===== src/assert_macros.svh =====
// assertion helper macros shared by the vibration alarm rtl
// no dependencies; included by files that carry concurrent checks
`ifndef ASSERT_MACROS_SVH
`define ASSERT_MACROS_SVH

// implication check on the rising clock edge, disabled while reset is held
`define VAC_ASSERT(label, clk, rst_n, prop, msg) \
    label: assert property (@(posedge clk) disable iff (!rst_n) (prop)) else $error(msg);

// same check, clocked but also evaluated during reset
`define VAC_ASSERT_ALWAYS(label, clk, prop, msg) \
    label: assert property (@(posedge clk) (prop)) else $error(msg);

`endif


===== src/vac_pkg.sv =====
// shared types, constants and helpers for the vibration alarm classifier
// no dependencies
`default_nettype none

package vac_pkg;

    // default sizing
    localparam int CAL_SAMPLES_DEF = 50;
    localparam int SAMPLE_BITS_DEF = 10;

    // fixed field widths
    localparam int FIELD_W   = 10;
    localparam int SUM_W     = 16;
    localparam int PCT_W     = 7;
    localparam int MARGIN_W  = 8;
    localparam int DROP_W    = 10;
    localparam int NIB_W     = 4;
    localparam int REG_IDX_W = 3;
    localparam int ADDR_W    = 5;

    // register reset values
    localparam logic [MARGIN_W-1:0] NOISE_MARGIN_RST = 8'd5;
    localparam logic [MARGIN_W-1:0] QUAKE_MARGIN_RST = 8'd12;
    localparam logic [DROP_W-1:0]   DROP_LIMIT_RST   = 10'd122;
    localparam logic [NIB_W-1:0]    DEV_CAP_RST      = 4'd10;
    localparam logic [NIB_W-1:0]    PCT_STEP_RST     = 4'd10;

    // register indexes
    localparam logic [REG_IDX_W-1:0] REG_NOISE_MARGIN = 3'd0;
    localparam logic [REG_IDX_W-1:0] REG_QUAKE_MARGIN = 3'd1;
    localparam logic [REG_IDX_W-1:0] REG_DROP_LIMIT   = 3'd2;
    localparam logic [REG_IDX_W-1:0] REG_DEV_CAP      = 3'd3;
    localparam logic [REG_IDX_W-1:0] REG_PCT_STEP     = 3'd4;

    // condition codes
    localparam logic [1:0] COND_NORMAL = 2'd0;
    localparam logic [1:0] COND_QUAKE  = 2'd1;
    localparam logic [1:0] COND_NOISE  = 2'd2;
    localparam logic [1:0] COND_ERROR  = 2'd3;

    // led colours, bit0 red, bit1 green, bit2 blue
    localparam logic [2:0] LED_GREEN    = 3'h2;
    localparam logic [2:0] LED_RED      = 3'h1;
    localparam logic [2:0] LED_BLUE     = 3'h4;
    localparam logic [2:0] LED_RED_BLUE = 3'h5;

    // percent limits
    localparam logic [PCT_W-1:0] PCT_MAX      = 7'd100;
    localparam logic [PCT_W-1:0] BAND_LOW_TOP = 7'd50;
    localparam logic [PCT_W-1:0] BAND_MID_TOP = 7'd80;

    localparam logic [1:0] BAND_LOW  = 2'd0;
    localparam logic [1:0] BAND_MID  = 2'd1;
    localparam logic [1:0] BAND_HIGH = 2'd2;

    typedef struct packed {
        logic [MARGIN_W-1:0] noise_margin;
        logic [MARGIN_W-1:0] quake_margin;
        logic [DROP_W-1:0]   drop_limit;
        logic [NIB_W-1:0]    deviation_cap;
        logic [NIB_W-1:0]    percent_step;
    } t_cfg;

    // classifier outcome plus next flag state
    typedef struct packed {
        logic [1:0]       condition;
        logic [PCT_W-1:0] level_percent;
        logic [PCT_W-1:0] held_percent;
        logic             new_quake;
        logic [2:0]       led_colour;
        logic [1:0]       beep_band;
        logic             held_valid;
        logic             quake_seen;
    } t_class_res;

    function automatic logic [2:0] led_of(input logic [1:0] cond);
        logic [2:0] led;
        case (cond)
            COND_NORMAL: led = LED_GREEN;
            COND_QUAKE:  led = LED_RED;
            COND_NOISE:  led = LED_BLUE;
            default:     led = LED_RED_BLUE;
        endcase
        return led;
    endfunction

    function automatic logic [1:0] band_of(input logic [PCT_W-1:0] pct);
        logic [1:0] band;
        if (pct <= BAND_LOW_TOP) begin
            band = BAND_LOW;
        end else if (pct <= BAND_MID_TOP) begin
            band = BAND_MID;
        end else begin
            band = BAND_HIGH;
        end
        return band;
    endfunction

endpackage

`default_nettype wire


===== src/vibration_alarm_classifier_top.sv =====
// vibration alarm classifier top level: input register, calibration, result register
// depends on vac_pkg, vac_classify and assert_macros.svh
//
// Usage
//   Slave stream s_t*: one accelerometer triple per request, tdata holds
//   x_sample [9:0], y_sample [19:10], z_sample [29:20].
//   Master stream m_t*: one classified result per request after calibration;
//   tuser holds condition, tdata holds level, held percent, quake flag, led, band.
//   APB port: five registers at byte addresses 0,4,8,12,16; write while idle.
//   Calibration: the first CAL_SAMPLES triples are summed, the next one turns
//   the sums into baselines (a reciprocal multiply per axis); none of these
//   give a result. Every later triple gives exactly one result.
//   An accepted triple goes from the input register to the result register,
//   which raises m_tvalid. Throughput: one triple per cycle unless m_tready
//   stalls the output, set by the single classification stage between them.
//   Reset (synchronous, active low) clears calibration, flags and registers
//   to their defaults. When m_tready is low the result register holds and
//   the input register fills, after which s_tready drops; calibration triples
//   still drain while the output is stalled.
`default_nettype none

module vibration_alarm_classifier_top #(
    parameter int CAL_SAMPLES = vac_pkg::CAL_SAMPLES_DEF,
    parameter int SAMPLE_BITS = vac_pkg::SAMPLE_BITS_DEF
) (
    input  wire logic                        i_clk,
    input  wire logic                        i_rst_n,
    // slave stream
    input  wire logic                        s_tvalid,
    output logic                             s_tready,
    input  wire logic [31:0]                 s_tdata,   // x_sample, y_sample, z_sample
    // master stream
    output logic                             m_tvalid,
    input  wire logic                        m_tready,
    output logic [23:0]                      m_tdata,   // level_percent, held_percent,
                                                        // new_quake, led_colour, beep_band
    output logic [1:0]                       m_tuser,   // condition
    // configuration
    input  wire logic                        psel,
    input  wire logic                        penable,
    input  wire logic                        pwrite,
    input  wire logic [vac_pkg::ADDR_W-1:0]  paddr,
    input  wire logic [31:0]                 pwdata,
    output logic [31:0]                      prdata,
    output logic                             pready
);
    import vac_pkg::*;
    `include "assert_macros.svh"

    localparam int SW       = SAMPLE_BITS;
    localparam int InW      = (SW < FIELD_W) ? SW : FIELD_W;
    localparam int CntW     = $clog2(CAL_SAMPLES + 2);
    localparam int CalShift = SUM_W + $clog2(CAL_SAMPLES);
    localparam int ProdW    =
        ((2*SUM_W+1) > (CalShift+SW)) ? (2*SUM_W+1) : (CalShift+SW);
    localparam logic [SUM_W:0] CalRecip =
        (SUM_W+1)'(((64'd1 << CalShift) + 64'(CAL_SAMPLES) - 64'd1) / 64'(CAL_SAMPLES));
    localparam logic [CntW-1:0] CntSum = CntW'(CAL_SAMPLES);
    localparam logic [CntW-1:0] CntRun = CntW'(CAL_SAMPLES + 1);

    // configuration registers
    t_cfg                 r_cfg;
    logic                 w_cfg_wr;
    logic [REG_IDX_W-1:0] w_reg_idx;

    // input register
    logic                 r_in_valid;
    logic [SW-1:0]        r_smp [3];

    // calibration state
    logic [CntW-1:0]      r_cal_cnt;
    logic [SUM_W-1:0]     r_sum  [3];
    logic [SW-1:0]        r_base [3];
    logic [SW-1:0]        w_quot [3];

    // running flags
    logic [PCT_W-1:0]     r_percent;
    logic [PCT_W-1:0]     r_held;
    logic                 r_held_valid;
    logic                 r_quake_seen;

    // result register
    logic                 r_out_valid;
    t_class_res           r_out;

    logic                 w_cal_sum;
    logic                 w_cal_div;
    logic                 w_running;
    logic                 w_advance;
    logic                 w_emit;
    t_class_res           w_res;

    // apb access
    assign pready    = 1'b1;
    assign w_reg_idx = paddr[ADDR_W-1:2];
    assign w_cfg_wr  = psel && penable && pwrite;

    always_ff @(posedge i_clk) begin
        if (!i_rst_n) begin
            r_cfg.noise_margin  <= NOISE_MARGIN_RST;
            r_cfg.quake_margin  <= QUAKE_MARGIN_RST;
            r_cfg.drop_limit    <= DROP_LIMIT_RST;
            r_cfg.deviation_cap <= DEV_CAP_RST;
            r_cfg.percent_step  <= PCT_STEP_RST;
        end else if (w_cfg_wr) begin
            unique case (w_reg_idx)
                REG_NOISE_MARGIN: r_cfg.noise_margin  <= pwdata[MARGIN_W-1:0];
                REG_QUAKE_MARGIN: r_cfg.quake_margin  <= pwdata[MARGIN_W-1:0];
                REG_DROP_LIMIT:   r_cfg.drop_limit    <= pwdata[DROP_W-1:0];
                REG_DEV_CAP:      r_cfg.deviation_cap <= pwdata[NIB_W-1:0];
                REG_PCT_STEP:     r_cfg.percent_step  <= pwdata[NIB_W-1:0];
                default: begin
                end
            endcase
        end
    end

    // register read-back
    always_comb begin
        unique case (w_reg_idx)
            REG_NOISE_MARGIN: prdata = 32'(r_cfg.noise_margin);
            REG_QUAKE_MARGIN: prdata = 32'(r_cfg.quake_margin);
            REG_DROP_LIMIT:   prdata = 32'(r_cfg.drop_limit);
            REG_DEV_CAP:      prdata = 32'(r_cfg.deviation_cap);
            REG_PCT_STEP:     prdata = 32'(r_cfg.percent_step);
            default:          prdata = '0;
        endcase
    end

    // stage control
    assign w_cal_sum = (r_cal_cnt < CntSum);
    assign w_cal_div = (r_cal_cnt == CntSum);
    assign w_running = (r_cal_cnt == CntRun);
    assign w_advance = r_in_valid && (!w_running || !r_out_valid || m_tready);
    assign w_emit    = w_advance && w_running;
    assign s_tready  = !r_in_valid || w_advance;

    // input register
    always_ff @(posedge i_clk) begin
        if (!i_rst_n) begin
            r_in_valid <= 1'b0;
        end else if (s_tready) begin
            r_in_valid <= s_tvalid;
        end
    end

    always_ff @(posedge i_clk) begin
        if (s_tready && s_tvalid) begin
            r_smp[0] <= SW'(s_tdata[InW-1:0]);
            r_smp[1] <= SW'(s_tdata[FIELD_W+InW-1:FIELD_W]);
            r_smp[2] <= SW'(s_tdata[2*FIELD_W+InW-1:2*FIELD_W]);
        end
    end

    // calibration counter
    always_ff @(posedge i_clk) begin
        if (!i_rst_n) begin
            r_cal_cnt <= '0;
        end else if (w_advance && !w_running) begin
            r_cal_cnt <= r_cal_cnt + CntW'(1);
        end
    end

    // per-axis sums and baselines, quotient by reciprocal multiply
    for (genvar a = 0; a < 3; a++) begin : g_axis
        logic [ProdW-1:0] w_prod;

        assign w_prod    = ProdW'(r_sum[a]) * ProdW'(CalRecip);
        assign w_quot[a] = w_prod[CalShift +: SW];

        always_ff @(posedge i_clk) begin
            if (!i_rst_n) begin
                r_sum[a]  <= '0;
                r_base[a] <= '0;
            end else if (w_advance && w_cal_sum) begin
                r_sum[a] <= r_sum[a] + SUM_W'(r_smp[a]);
            end else if (w_advance && w_cal_div) begin
                r_base[a] <= w_quot[a];
            end
        end
    end

    vac_classify #(
        .SAMPLE_BITS (SAMPLE_BITS)
    ) u_classify (
        .i_x          (r_smp[0]),
        .i_y          (r_smp[1]),
        .i_z          (r_smp[2]),
        .i_base_x     (r_base[0]),
        .i_base_y     (r_base[1]),
        .i_base_z     (r_base[2]),
        .i_cfg        (r_cfg),
        .i_percent    (r_percent),
        .i_held       (r_held),
        .i_held_valid (r_held_valid),
        .i_quake_seen (r_quake_seen),
        .o_res        (w_res)
    );

    // running flags follow each classified triple
    always_ff @(posedge i_clk) begin
        if (!i_rst_n) begin
            r_percent    <= '0;
            r_held       <= '0;
            r_held_valid <= 1'b0;
            r_quake_seen <= 1'b0;
        end else if (w_emit) begin
            r_percent    <= w_res.level_percent;
            r_held       <= w_res.held_percent;
            r_held_valid <= w_res.held_valid;
            r_quake_seen <= w_res.quake_seen;
        end
    end

    // result register
    always_ff @(posedge i_clk) begin
        if (!i_rst_n) begin
            r_out_valid <= 1'b0;
        end else if (w_emit) begin
            r_out_valid <= 1'b1;
        end else if (m_tready) begin
            r_out_valid <= 1'b0;
        end
    end

    always_ff @(posedge i_clk) begin
        if (w_emit) begin
            r_out <= w_res;
        end
    end

    assign m_tvalid = r_out_valid;
    assign m_tuser  = r_out.condition;
    assign m_tdata  = {4'b0, r_out.beep_band, r_out.led_colour, r_out.new_quake,
                       r_out.held_percent, r_out.level_percent};

    // checks
    `VAC_ASSERT(a_no_result_in_cal, i_clk, i_rst_n,
        $rose(r_out_valid) |-> w_running, "result produced before calibration ended")
    `VAC_ASSERT(a_quake_flag_cond, i_clk, i_rst_n,
        (r_out_valid && r_out.new_quake) |-> (r_out.condition == COND_QUAKE),
        "new quake flag on a non-quake result")
    `VAC_ASSERT(a_error_zero_level, i_clk, i_rst_n,
        (r_out_valid && r_out.condition == COND_ERROR) |-> (r_out.level_percent == '0),
        "sensor error result with non-zero level")
    `VAC_ASSERT(a_normal_clears, i_clk, i_rst_n,
        (w_emit && w_res.condition == COND_NORMAL) |=> (!r_held_valid && !r_quake_seen),
        "normal result left held or quake flags set")

endmodule

`default_nettype wire


===== src/vac_classify.sv =====
// combinational classification of one triple against the stored baselines
// depends on vac_pkg
`default_nettype none

module vac_classify #(
    parameter int SAMPLE_BITS = vac_pkg::SAMPLE_BITS_DEF
) (
    input  wire logic [SAMPLE_BITS-1:0]         i_x,
    input  wire logic [SAMPLE_BITS-1:0]         i_y,
    input  wire logic [SAMPLE_BITS-1:0]         i_z,
    input  wire logic [SAMPLE_BITS-1:0]         i_base_x,
    input  wire logic [SAMPLE_BITS-1:0]         i_base_y,
    input  wire logic [SAMPLE_BITS-1:0]         i_base_z,
    input  wire vac_pkg::t_cfg                  i_cfg,
    input  wire logic [vac_pkg::PCT_W-1:0]      i_percent,
    input  wire logic [vac_pkg::PCT_W-1:0]      i_held,
    input  wire logic                           i_held_valid,
    input  wire logic                           i_quake_seen,
    output vac_pkg::t_class_res                 o_res
);
    import vac_pkg::*;

    localparam int SW = SAMPLE_BITS;
    localparam int ZW = ((SW > DROP_W) ? SW : DROP_W) + 1;

    logic [SW-1:0]    w_dx;
    logic [SW-1:0]    w_dy;
    logic [SW-1:0]    w_nm;
    logic [SW-1:0]    w_qm;
    logic [SW-1:0]    w_cap;
    logic             w_noise_x;
    logic             w_noise_y;
    logic             w_quake;
    logic             w_error;
    logic [SW-1:0]    w_pct_dev;
    logic [NIB_W-1:0] w_capped;
    logic [7:0]       w_prod;
    logic [PCT_W-1:0] w_pct_new;

    // absolute deviations from baseline
    assign w_dx = (i_x >= i_base_x) ? (i_x - i_base_x) : (i_base_x - i_x);
    assign w_dy = (i_y >= i_base_y) ? (i_y - i_base_y) : (i_base_y - i_y);

    // thresholds widened to the sample width
    assign w_nm  = SW'(i_cfg.noise_margin);
    assign w_qm  = SW'(i_cfg.quake_margin);
    assign w_cap = SW'(i_cfg.deviation_cap);

    assign w_noise_x = (w_dx >= w_nm) && (w_dx < w_qm);
    assign w_noise_y = (w_dy >= w_nm) && (w_dy < w_qm);
    assign w_quake   = (w_dx >= w_qm) || (w_dy >= w_qm);
    assign w_error   = (ZW'(i_z) + ZW'(i_cfg.drop_limit)) <= ZW'(i_base_z);

    // percent from the chosen deviation, capped then saturated
    assign w_pct_dev = (!w_noise_x && w_noise_y) ? w_dy : w_dx;
    assign w_capped  = (w_pct_dev > w_cap) ? i_cfg.deviation_cap : w_pct_dev[NIB_W-1:0];
    assign w_prod    = 8'(i_cfg.percent_step) * 8'(w_capped);
    assign w_pct_new = (w_prod > 8'(PCT_MAX)) ? PCT_MAX : w_prod[PCT_W-1:0];

    // priority: error, noise, quake, normal
    always_comb begin
        o_res               = '0;
        o_res.held_percent  = i_held;
        o_res.held_valid    = i_held_valid;
        o_res.quake_seen    = i_quake_seen;
        o_res.level_percent = i_percent;
        if (w_error) begin
            o_res.condition     = COND_ERROR;
            o_res.level_percent = '0;
            o_res.held_valid    = 1'b0;
            o_res.quake_seen    = 1'b0;
        end else if (w_noise_x || w_noise_y) begin
            o_res.condition     = COND_NOISE;
            o_res.level_percent = w_pct_new;
            if (!i_held_valid) begin
                o_res.held_percent = w_pct_new;
                o_res.held_valid   = 1'b1;
            end
        end else if (w_quake) begin
            o_res.condition  = COND_QUAKE;
            o_res.new_quake  = !i_quake_seen;
            o_res.quake_seen = 1'b1;
        end else begin
            o_res.condition     = COND_NORMAL;
            o_res.level_percent = w_pct_new;
            o_res.held_valid    = 1'b0;
            o_res.quake_seen    = 1'b0;
        end
        o_res.led_colour = led_of(o_res.condition);
        o_res.beep_band  = band_of(o_res.level_percent);
    end

endmodule

`default_nettype wire

===== config.mk =====
export PLATFORM = sky130hd
export DESIGN_NAME = vibration_alarm_classifier_top
export DESIGN_NICKNAME = d
export VERILOG_FILES = /design/src/vac_pkg.sv /design/src/vibration_alarm_classifier_top.sv /design/src/vac_classify.sv
export VERILOG_INCLUDE_DIRS = /design/src /design/src/src
export SDC_FILE = /design/constraint.sdc
export NUM_CORES = 1
export LEC_CHECK = 0
export BUFFER_PORTS_ARGS = -buffer_cell sky130_fd_sc_hd__buf_2
export CAP_MARGIN = 20
export CORE_ASPECT_RATIO = 0.6
export CORE_MARGIN = 1.5
export CORE_UTILIZATION = 46
export CTS_CLUSTER_DIAMETER = 30
export DETAILED_ROUTE_END_ITERATION = 10
export PLACE_DENSITY_LB_ADDON = 0.25
export SLEW_MARGIN = 10
export SYNTH_ARGS = -nofsm -noshare
export SYNTH_HDL_FRONTEND = slang
export SYNTH_SLANG_ARGS = --single-unit

===== constraint.sdc =====
create_clock -name i_clk -period 22.5 [get_ports i_clk]
set_input_delay 3.375 -clock i_clk [delete_from_list [all_inputs] [get_ports i_clk]]
set_output_delay 3.375 -clock i_clk [all_outputs]
set_load 0.01 [all_outputs]

; Word level (Yosys, flattened, before mapping)
; Memory sizes are Yosys's and may differ from the RTL's.
; Cells that the tools add are included.
[op_classes]
add_sub_neg = 9
n_mul = 4
n_lt_le_gt_ge = 14
eq_ne = 10
n_mux = 40
bitwise = 7
reduce_logical = 32
[op_table]
columns = cell, count
row1 = "16-bit by 17-bit multiplier with 32-bit output, second input constant", 3
row2 = 10-bit two-way mux, 6
row3 = 10-bit one-hot mux with 5 select lines, 1
row4 = 16-bit by 10-bit adder with 16-bit output, 3
row5 = 16-bit two-way mux, 3
row6 = 10-bit by 8-bit >= comparator with 1-bit output, 4
row7 = 10-bit subtractor, 4
row8 = 7-bit two-way mux, 4
row9 = 10-bit >= comparator, 2
row10 = 10-bit by 8-bit < comparator with 1-bit output, 2
row11 = 1-bit two-way mux, 19
row12 = 9-bit two-way mux, 2
row13 = 2-bit AND reduction, 7
row14 = "6-bit equality test, second input constant", 2
row15 = 10-bit by 10-bit adder with 11-bit output, 1
row16 = 11-bit by 10-bit <= comparator with 1-bit output, 1
row17 = 1-bit logical AND, 11
row18 = 10-bit by 4-bit greater-than comparator with 1-bit output, 1
row19 = 3-bit one-hot mux with 3 select lines, 1
row20 = "8-bit by 7-bit greater-than comparator with 1-bit output, second input constant", 1
row21 = 4-bit by 4-bit multiplier with 8-bit output, 1
row22 = 8-bit two-way mux, 1
row23 = "7-bit by 6-bit <= comparator with 1-bit output, second input constant", 1
row24 = "7-bit <= comparator, second input constant", 1
row25 = other kinds (19), 34
[totals]
register_bits = 80
mem_bits_rw = 108
in_bits = 76
output_inout_bits = 61
elab_cells = 137
n_memories = 3
[memory_table]
columns = memory, depth, width, read_ports, rd_clocked_by_memory_dff, write_ports, line_no
row1 = r_sum, 3, 16, 3, 0, 3, vibration_alarm_classifier_top.sv:72  ; logic [SUM_W-1:0] r_sum [3];
row2 = r_base, 3, 10, 3, 0, 3, vibration_alarm_classifier_top.sv:73  ; logic [SW-1:0] r_base [3];
row3 = r_smp, 3, 10, 3, 0, 3, vibration_alarm_classifier_top.sv:68  ; logic [SW-1:0] r_smp [3];

; Longest topological paths before layout
; An unclocked memory read counts as a cell.
[logic_depth]
depth_word = 18
depth_mapped = 48
depth_no_buf = 47

; By module
; A second synthesis with hierarchy kept.
[hier_totals]
hier_cells = 2982
hier_area_um2 = 28259.6
[by_module_without_submodules]
columns = mod, n_inst, cells_per_inst, area_each_um2, seq_area_each_um2
row1 = vibration_alarm_classifier_top, 1, 2386, 23797.8, 5064.9
row2 = vac_classify, 1, 596, 4461.8, 0.0

; Least setup slack after synthesis
; Ideal clock, no wire load.
[synth_timing]
path_kind = reg-to-reg
startpoint = mem r_smp[0][0] in the netlist's numbering
endpoint = reg r_out (netlist bit m_tdata[19]) (data pin)
setup_ns = 0.255
arrival_time_ns = 9.686
required_time_ns = 22.245
setup_slack_ns = 12.560
stages_incl_launch_ff = 45
path_buffers = 1
synth_period_minus_slack_ns = 9.940
path_cell_list = edfxtp_1 > inv_1 > ha_1 > inv_1 > fa_1 > a211o_2 > o211ai_4 > a2111o_1 > nand2_1 > o31ai_1 > xnor2_1 > ha_1 > a21o_1 > a21o_1 > a211oi_1 > o21ai_0 > or2_2 > o21bai_1 > [... 9 more ...] > mux2i_1 > mux2i_1 > nand2b_1 > fa_1 > fa_1 > inv_1 > ha_1 > a21o_1 > a21oi_1 > o21bai_1 > a21oi_1 > xor2_1 > clkbuf_1 > o2111ai_1 > mux2i_1 > o21ba_1 > a31oi_1 > and2_1
[synth_rtl]
columns = element, line_no
row1 = "start, declared", vibration_alarm_classifier_top.sv:68
row2 = "end signal, assigned", vibration_alarm_classifier_top.sv:228  ; r_out <= w_res;
row3 = "end, declared", vibration_alarm_classifier_top.sv:84  ; t_class_res r_out;

==> results.md <==
- Status: complete, no violations
- Max incr delay on CP: between 0.6 and 0.7 ns
- Post-CTS sizing: 0
- CTS root buf: clkbuf_16
- Area of the multi-input gates: approximately 19000 sq um
- Die height: 188 um
- Worst-Margin Slew: approximately 1.0 ns
- Gate Count Post-Synth: about 2.6k
- Worst path arrival time: roughly 12 ns
- IO Count: 137
- Number of port buffers: a little over 80
- CTS Buffer Depth: 2
- Setup violators final: 0
- Worst path required time: ~23 ns
- Fmax: 0.0825 GHz
- Most used cell, CP: ha_1
- Post-synth top cells: inv_1, ha_1, fa_1
- Share of cells above drive strength 1: 5.99%
- Clk sinks: ~190
- CTS Buf Count: 17
- Starting Density: a little under half
- Final period utilization: 53.9%
- Class of the worst hold path: reg -> reg
- Crit start category: flop
- Setup Buffers After CTS: 0
- Total gr overflow: 0
- Total Wirelength: slightly above 60 mm
- Average vias per placed instance: roughly 5.2
- Post-route ant nets: 0
- Leak Pwr: 0.0144 uW
- Synth area leaders: ha_1, fa_1, edfxtp_1, inv_1, dfxtp_1
- Worst clock skew: roughly 0.019 ns
- Hold_ws: approximately 0.47 ns
- Vias: about 18k
- Largest net degree at the start of global routing: 43
- Area Growth Syn to Fin: 6.63%
- Synth unique cells: 83
- Final Critical Period: 12.13 ns
- Sum Neg Setup Slack: 0 ns
- Drc violations: 0
- H-tree level count: 4
- # fillers: just over 5k
- Rows: 67
- Cell accounting for the most synthesized area: ha_1
- Post-route setup slack: 10.37 ns
- Final Net Count: between 3k and 4k
- Fin util: between 40% and 50%
- Flip-flop and latch area: 5030 sq um
- CTS tree: done
- Vias in the first global route: between 15k and 20k
- Crit path kind: reg -> reg
- Slew HR: 32.2%
- Slowest CP cell: xor2_1
- Post-synth ARST share: 0%
- Width of the die: roughly 310 um
- Worst Setup End Kind: flop
- Placed instance count: 3448
- Ys flop type: edfxtp_1
- Max-slew violation count: 0
- Antenna violations before repair: 2
- GRT Total Usage: a little over a fifth
- Flops & latches, synth: 187
- Crit-path max FO: 12
- Top-count cell post-synth: inv_1
- First-pass GRT wire length: roughly 100 mm
- Total die area: between 50000 and 60000 sq um
- Drt first pass iters: 5
- Sequential area share after synthesis: a little under a fifth
- Peak supply drop: between 0.15 and 0.2 mV
- Routed wire length per instance: roughly 18 um
- Maxcap violations: 0
- Post-synth top area share: 25.4%
- Final Hold Viols: 0
- Core area: 56300 sq um
- Pre-CTS setup slack: roughly 11 ns
- CTS Hold Bufs: 0
- Finished Layout Cells: about 3.5k
- Syn Area/Cell: approximately 10 sq um
- Placer congestion estimate: just under 1
- Clk_lat worst skew: around 0.46 ns
- DP Wirelength: between 50 and 60 mm
- Initial detailed-routing violation count: approximately 1.2k
- Reg clk slew, reported paths: around 0.080 ns
- Number of synthesized flops with an enable pin: around 130
- Pwr/cell area: around 110 nW/um^2
- Ys Warns: 0
- RSZ-0062 raised after global routing: false
- Synth Cell Area: 26400 sq um
[stage by stage]
stage | power [uW] | cell area (sq um)
finish | 2980 | 28100
global route | 3370 | 28100
CTS | 3000 | 28100
detailed placement | 2650 | 27500
global placement | 2580 | 27500
floorplan | 2030 | 26400
[routing by layer]
layer	vias up	GRT usage [%]	routed length, um	part of all wire, %
met2	462	30.0	24100	39
met1	8933	35.1	33200	53
li1	8836	-	-	-
met3	41	4.81	4140	6.7
met4	0	3.01	654	1.1
met5	-	0	0	0
[sequential cells by signal, summed over array words and instances, names as in the netlist]
| name | count |
|---|---|
| m_tvalid | 1 |
| r_base | 30 |
| m_tuser | 2 |
| r_quake_seen | 1 |
| r_held_valid | 1 |
| r_sum | 48 |
| r_cal_cnt | 6 |
| r_held | 7 |
| r_smp | 30 |
| r_cfg | 34 |
| r_in_valid | 1 |
| m_tdata | 19 |
| r_percent | 7 |
[cell usage in the layout (no fill, tap or decap), types with 18 or more instances in the layout]
cell type,instances
dfxtp_1,58
a21o_1,50
xnor2_1,56
nand3_1,32
ha_1,534
o21a_1,18
o21ai_0,69
fa_1,300
nor2b_1,39
mux2i_1,51
nand2_1,93
conb_1,27
nor3_1,33
a21oi_1,107
inv_1,576
buf_2,83
edfxtp_1,129
xor2_1,35
nor2_1,163
[report_power, final]
| part | internal [uW] | switching, uW | total [uW] | leakage (uW) |
|---|---|---|---|---|
| registers | 384 | 30.1 | 414 | 0.00180 |
| logic | 966 | 1280 | 2250 | 0.0123 |
| clock network | 150 | 164 | 313 | 0.000286 |
[worst max-delay path: cells and delay by family (launching register included)]
kind                     cells  cell delay [ns]
AO/OA/AOI/OAI               19             4.26
XOR/XNOR                     2             1.10
adder cells (fa/ha/maj)      7             2.55
buffers and inverters        3             0.20
multiplexers                 4             1.28
AND/OR/NAND/NOR             10             2.05
flip-flops                   1             0.43
[final timing paths]
path             endpoint         start  cells past startpoint  slack [ns]
min reg2reg  r_percent[6]  r_percent[6]                      2        0.47
max reg2reg   m_tdata[18]   r_smp[0][0]                     45       10.37
min          r_percent[6]  r_percent[6]                      2        0.47
max           m_tdata[18]   r_smp[0][0]                     45       10.37
[area by class of cell]
cell class,instances,share of cell area (%)
clock inverters,15,0.606
multi-input cells,1837,67.2
diodes,1,0.00891
well taps,759,3.38
clock buffers,17,1.51
inverters,577,7.71
flip-flops and latches,187,17.9
repair buffers,88,1.66
[cells by family after synthesis]
kind of cell | count (synthesis) | synth area share, %
mux | 60 | 2.32
flops | 187 | 19.1
fa+ha+maj | 834 | 48.1
buf+inv | 642 | 9.64
xor+xnor | 91 | 3.02
simple gates | 449 | 8.05
compound gates | 376 | 9.69
other cells | 2 | 0.0285
Note: power is estimated with default switching activity, not from simulation.
